## src/hufenc_pkg.sv

```systemverilog
package hufenc_pkg;

    localparam int BYTE_W        = 8;
    localparam int CODE_W        = 16;
    localparam int LEN_W         = 5;
    localparam int ENTRY_W       = LEN_W + CODE_W;
    localparam int PEND_W        = BYTE_W - 1;
    localparam int PCNT_W        = 3;
    localparam int ACC_W         = PEND_W + CODE_W;
    localparam int NBITS_W       = 4;
    localparam int TOTAL_W       = 32;
    localparam int SYMBOL_W      = 8;
    localparam int FIFO_DEPTH    = 4;
    localparam int FIFO_PTR_W    = $clog2(FIFO_DEPTH);
    localparam int FIFO_CNT_W    = $clog2(FIFO_DEPTH + 1);

    localparam int DEF_MAX_CODE_LEN = 16;
    localparam int DEF_NUM_SYMBOLS  = 256;

    typedef enum logic [1:0] {
        OP_LOAD   = 2'd0,
        OP_ENCODE = 2'd1,
        OP_FLUSH  = 2'd2
    } t_op;

    typedef struct packed {
        logic [1:0]          op;
        logic [SYMBOL_W-1:0] symbol;
        logic [CODE_W-1:0]   code_bits;
        logic [LEN_W-1:0]    code_length;
    } t_in_word;

    typedef struct packed {
        logic [BYTE_W-1:0]  out_byte;
        logic [NBITS_W-1:0] bits_in_byte;
        logic               last;
        logic [TOTAL_W-1:0] total_bits;
    } t_out_word;

    // Push request into the result queue; en1 is only ever set with en0.
    typedef struct packed {
        logic en0;
        logic en1;
    } t_fifo_push;

endpackage

```

## src/hufenc_result_fifo.sv

```systemverilog
module hufenc_result_fifo
    import hufenc_pkg::*;
(
    input  logic       i_clk,
    input  logic       i_rst_n,
    input  t_fifo_push i_push,
    input  t_out_word  i_word0,
    input  t_out_word  i_word1,
    output logic       o_room2,
    output logic       o_valid,
    input  logic       i_stall,
    output t_out_word  o_out
);

    t_out_word               r_mem [FIFO_DEPTH];
    logic [FIFO_PTR_W-1:0]   r_wr_ptr;
    logic [FIFO_PTR_W-1:0]   r_rd_ptr;
    logic [FIFO_CNT_W-1:0]   r_count;
    logic [FIFO_CNT_W-1:0]   n_count;
    logic [FIFO_PTR_W-1:0]   n_wr_ptr;
    logic [FIFO_PTR_W-1:0]   w_wr_ptr1;
    logic                    w_pop;
    logic [1:0]              w_npush;

    assign w_pop     = o_valid && !i_stall;
    assign w_npush   = {1'b0, i_push.en0} + {1'b0, i_push.en1};
    assign w_wr_ptr1 = r_wr_ptr + FIFO_PTR_W'(1);
    assign n_wr_ptr  = r_wr_ptr + FIFO_PTR_W'(w_npush);
    assign n_count   = r_count + FIFO_CNT_W'(w_npush) - FIFO_CNT_W'(w_pop);

    assign o_valid = (r_count != '0);
    assign o_room2 = (r_count <= FIFO_CNT_W'(FIFO_DEPTH - 2));
    assign o_out   = r_mem[r_rd_ptr];

    always_ff @(posedge i_clk) begin
        if (!i_rst_n) begin
            r_wr_ptr <= '0;
            r_rd_ptr <= '0;
            r_count  <= '0;
        end else begin
            r_wr_ptr <= n_wr_ptr;
            r_count  <= n_count;
            if (w_pop) begin
                r_rd_ptr <= r_rd_ptr + FIFO_PTR_W'(1);
            end
        end
    end

    always_ff @(posedge i_clk) begin
        if (i_push.en0) begin
            r_mem[r_wr_ptr] <= i_word0;
        end
        if (i_push.en1) begin
            r_mem[w_wr_ptr1] <= i_word1;
        end
    end

endmodule

```

## config.mk

```make
export PLATFORM = sky130hd
export DESIGN_NAME = hufenc_result_fifo
export DESIGN_NICKNAME = d
export VERILOG_FILES = /design/src/hufenc_pkg.sv /design/src/hufenc_result_fifo.sv
export SDC_FILE = /design/constraint.sdc
export NUM_CORES = 1
export LEC_CHECK = 0
export ABC_AREA = 0
export BUFFER_PORTS_ARGS = -buffer_cell sky130_fd_sc_hd__buf_2
export CAP_MARGIN = 20
export CORE_MARGIN = 4
export CORE_UTILIZATION = 50
export DETAILED_ROUTE_END_ITERATION = 6
export PLACE_DENSITY = 0.73
export SLEW_MARGIN = 20
export SYNTH_ARGS = -nofsm -noshare
export SYNTH_HDL_FRONTEND = slang
export SYNTH_SLANG_ARGS = --single-unit
```

## constraint.sdc

```tcl
create_clock -name i_clk -period 4.3 [get_ports i_clk]
set_input_delay 0.215 -clock i_clk [delete_from_list [all_inputs] [get_ports i_clk]]
set_output_delay 0.215 -clock i_clk [all_outputs]
set_load 0.01 [all_outputs]
```

; Word-level counts from Yosys, hierarchy flattened
; Memories as Yosys holds them, arrays and structs flattened. A register that Yosys moved wholly into a read port is not among the register bits.
; Cells that the tools add are included.
; W data, S select, Z words.
[word_totals]
regBits = 7
wordCells = 20
output_inout_bits = 47
ramBits = 180
input_bits = 95
mem_count = 1
[op_classes]
n_reduce_logical = 3
n_addsub = 6
magnitude_cmp = 1
mux = 6
[memory_table]
columns = memory, words, word_bits, rd, rd_clocked_by_memory_dff, write_ports, line_no
row1 = r_mem, 4, 45, 1, 1, 2, hufenc_result_fifo.sv:15  ; t_out_word r_mem [FIFO_DEPTH];
[ops]
columns = cell, count
row1 = $add A2 B1 Y2 const B, 2
row2 = $mux W1, 4
row3 = $mux W2, 2
row4 = $add A3 B2 Y3, 1
row5 = $le A3 B2 Y1 const B, 1
row6 = $reduce_bool A3 Y1, 1
row7 = $sub A3 B1 Y3, 1
row8 = $add A1 B1 Y2, 1
row9 = $add A2 B2 Y2, 1
row10 = $logic_and A1 B1 Y1, 1
row11 = $logic_not A1 Y1, 1

; Depth between registers and ports, before layout
[depth]
depth_word = 4
mapped_depth = 10
depth_no_buf = 10

; Least setup slack after synthesis
; No wires, ideal clock.
[synth_path]
path_type = reg2reg
from = reg r_wr_ptr[1]
to = mem r_mem[2][0] in the netlist's numbering (enable)
setup_slack_ns = 0.061
synth_period_minus_slack_ns = 4.239
stages_incl_launch_ff = 4
n_path_buf = 1
setup_ns = 0.510
arrival_time_ns = 3.729
required_ns = 3.790
path_cell_list = dfxtp_1 buf_2 inv_1 o21ai_0
[synth_lines]
columns = item, line_no
row1 = "start, declared", hufenc_result_fifo.sv:16  ; logic [FIFO_PTR_W-1:0] r_wr_ptr;
row2 = "start signal, assigned", hufenc_result_fifo.sv:41  ; r_wr_ptr <= n_wr_ptr;
row3 = "end, declared", hufenc_result_fifo.sv:15

==> metrics.txt <==
TNS Setup=0 ps; CTS tree=done; share of cells above drive strength 1=0.641; sequential area share after synthesis=0.613; Detailed Route Iter0 Violations=approximately 220; area taken by flip-flops and latches=roughly 0.0056 mm^2; Setup Skew=about 7.5 ps; LEAKAGE=roughly 3.8 nW; largest cells by area after synthesis=edfxtp_1 (59%), mux2_2 (21%), mux4_2 (11%); area leader, netlist=edfxtp_1; total grt overflow=0; Finished Core Util=0.592; PortBufs=between 100 and 150; routed len/inst=between 20 and 25 um; PwrDens=around 490 mW/mm^2; fillers=around 1400; initial core utilization=0.507; startpoint types=register; Synthesized Nets=between 500 and 600; final hold vios=0; drt drc=0; top cell type's share of synthesized area=0.593; total power after layout=about 0.0052 W; Adder-Cell Fraction of Synth Area=0.00906; CTS buffer count=17; min Tclk post-route=roughly 2500 ps; multi-input logic area=roughly 0.0034 mm^2; status=completed; Syn Area/Cell=18.8 um^2; CP max-delay cell=dfxtp_2; Clock Tree Root=clkbuf_16; cts hold-fix bufs=0; simple-gate share of the synthesized area=0.0130; clk buf depth=2; Final GP Congestion=approximately 0.73; element type at the critical path end=output port; FF+latch count, synth=roughly 190; Cell Chain, Critical Path=buf_4 -> mux4_2 -> buf_2; Reg clk slew, reported paths=roughly 70 ps; total wire length=~19 mm; I/O pin total=approximately 140; Max-cap violations=0; yosys warns=0; Final Net Count=roughly 730; Crit path arrival time=between 2000 and 2500 ps; Crit path largest cell delay=940 ps; Layout area overhead=16.8%; GRT Util Overall=0.190; Worst Max-Slew Pin Slew=between 900 and 1000 ps; clk_lat worst skew=approximately 420 ps; main combinational cell family by area after synthesis=multiplexers; period utilisation layout=0.592; # setup viols final=0; count of cell types in the netlist=30; largest net degree at the start of global routing=47; Pre-antenna DRT Iters=4; Max Fanout on Critical Path=31; Worst IR Drop VDD=about 330 uV; Max Slew Vio Count=0; post-synthesis compound-gate area fraction=0.00439; CTS Sinks=189; unrepaired setup endpoints after global routing=no; Data required, critical path=between 4000 and 5000 ps; f_max=393 MHz; initial antenna violation count=5; CORE AREA=roughly 0.018 mm^2; DP Wirelength=roughly 12 mm; vias per cell=~5.8; antenna viol nets, final=0; first-pass GRT wire length=roughly 30 mm; synthesized instance count=roughly 490; post-CTS setup buffers=0; Tightest Hold Check Type=primary input to register; Die Span Y=143 um; xor/xnor share of the synthesized area=0.00384; H-tree Lvls=4; Die ar.=about 0.020 mm^2; critical path type=register to output port; row cnt=49; Vias=5017; Die Wd=between 100 and 150 um; post-cts resize count=0; Cell Area, Synth=roughly 0.009 mm^2; number of global-route vias before repair=5428; post-synthesis mux area share=0.335; slew margin rel.=0.352
cells in the final DEF, fill, tap and decap left out, types with 2 or more instances in the layout:
| cell | netlist | final |
|---|---|---|
| edfxtp_1 | 180 | 180 |
| dfxtp_1 | 9 | 7 |
| a21boi_0 | 2 | 2 |
| clkinv_2 | 0 | 3 |
| mux2_1 | 6 | 6 |
| bufinv_16 | 0 | 3 |
| inv_6 | 0 | 2 |
| o21ai_4 | 0 | 2 |
| clkinv_4 | 0 | 2 |
| and2_1 | 5 | 4 |
| clkinvlp_4 | 0 | 3 |
| nand3_2 | 2 | 2 |
| clkinv_1 | 0 | 2 |
| a21oi_1 | 2 | 2 |
| mux4_2 | 45 | 45 |
| nor2_4 | 0 | 2 |
| xnor2_1 | 3 | 3 |
| clkbuf_16 | 0 | 17 |
| buf_2 | 14 | 141 |
| diode_2 | 0 | 2 |
| mux2_2 | 174 | 174 |
| ha_1 | 5 | 5 |
| buf_4 | 4 | 9 |
| nand2b_1 | 2 | 2 |
| inv_1 | 7 | 7 |
per-layer routing:
layer  global-route usage  part of all wire  wire length [um]
met1                0.249              0.42              8110
met2                0.320              0.50              9600
met3               0.0583             0.066              1270
met4               0.0360            0.0072               139
met5                    0            0.0029                55
state kept, by name (all words and copies together) (netlist names), named ones only:
name      flops
r_wr_ptr      2
r_rd_ptr      2
r_mem       180
r_count       3
cells by family after synthesis:
family                   count (synthesis)
multiplexers                           226
flip-flops                             189
buffers and inverters                   35
AND/OR/NAND/NOR                         19
AO/OA/AOI/OAI                            7
adder cells (fa/ha/maj)                  6
XOR/XNOR                                 4
through the flow:
step	worst slack, ps	hold slack (ps)	cells	area, um^2
detailed placement	1830	479	837	10000
floorplan	61.2	337	486	9110
global placement	1890	456	837	10000
global route	1660	115	870	10600
finish	1750	116	871	10600
CTS	1710	99.0	869	10600
critical path: cells and delay by family, from the launching register on:
kind	cells	cell delay (ps)
muxes	1	380
DFF	1	940
buffers and inverters	2	560
worst paths after layout:
check / depth (start not counted) / slack (ps) / start / to
setup reg to reg: 4 / 1840 / r_wr_ptr[1] / r_mem[1][13]
hold / removal: 2 / 120 / i_rst_n / r_count[1]
setup / recovery: 3 / 1750 / register / o_out[4]
hold reg to reg: 2 / 480 / r_rd_ptr[1] / register
power breakdown:
part           internal [W]  leakage (nW)  total (W)  switching, W
registers           0.00233          1.76    0.00249      0.000163
clock network      0.000913         0.285    0.00158      0.000665
logic              0.000608          1.72    0.00118      0.000571
total               0.00385          3.77    0.00525       0.00140
Yosys cell counts:
cell type,count
xor2_1,1
dfxtp_1,9
nor2b_2,1
mux2_2,174
buf_6,5
ha_1,5
nor3b_1,1
or3_1,1
nor2b_1,1
nand2_2,1
nor3_1,1
nand3_2,2
a21oi_1,2
buf_2,14
mux2i_1,1
nor2_1,3
inv_1,7
clkbuf_2,1
mux4_2,45
buf_1,4
xnor2_1,3
and2_1,5
nand2b_1,2
fa_1,1
nand2_1,1
o21ai_0,3
mux2_1,6
a21boi_0,2
edfxtp_1,180
buf_4,4
final cells by class:
type,instances,area share
Antenna cell,2,0.000470
Clock buffer,17,0.0400
Clock inverter,15,0.0160
Inverter,7,0.00247
Multi-Input combinational cell,262,0.316
Sequential cell,189,0.525
Tap cell,229,0.0269
Timing Repair Buffer,150,0.0727
Power figures use the tool's default switching activity.
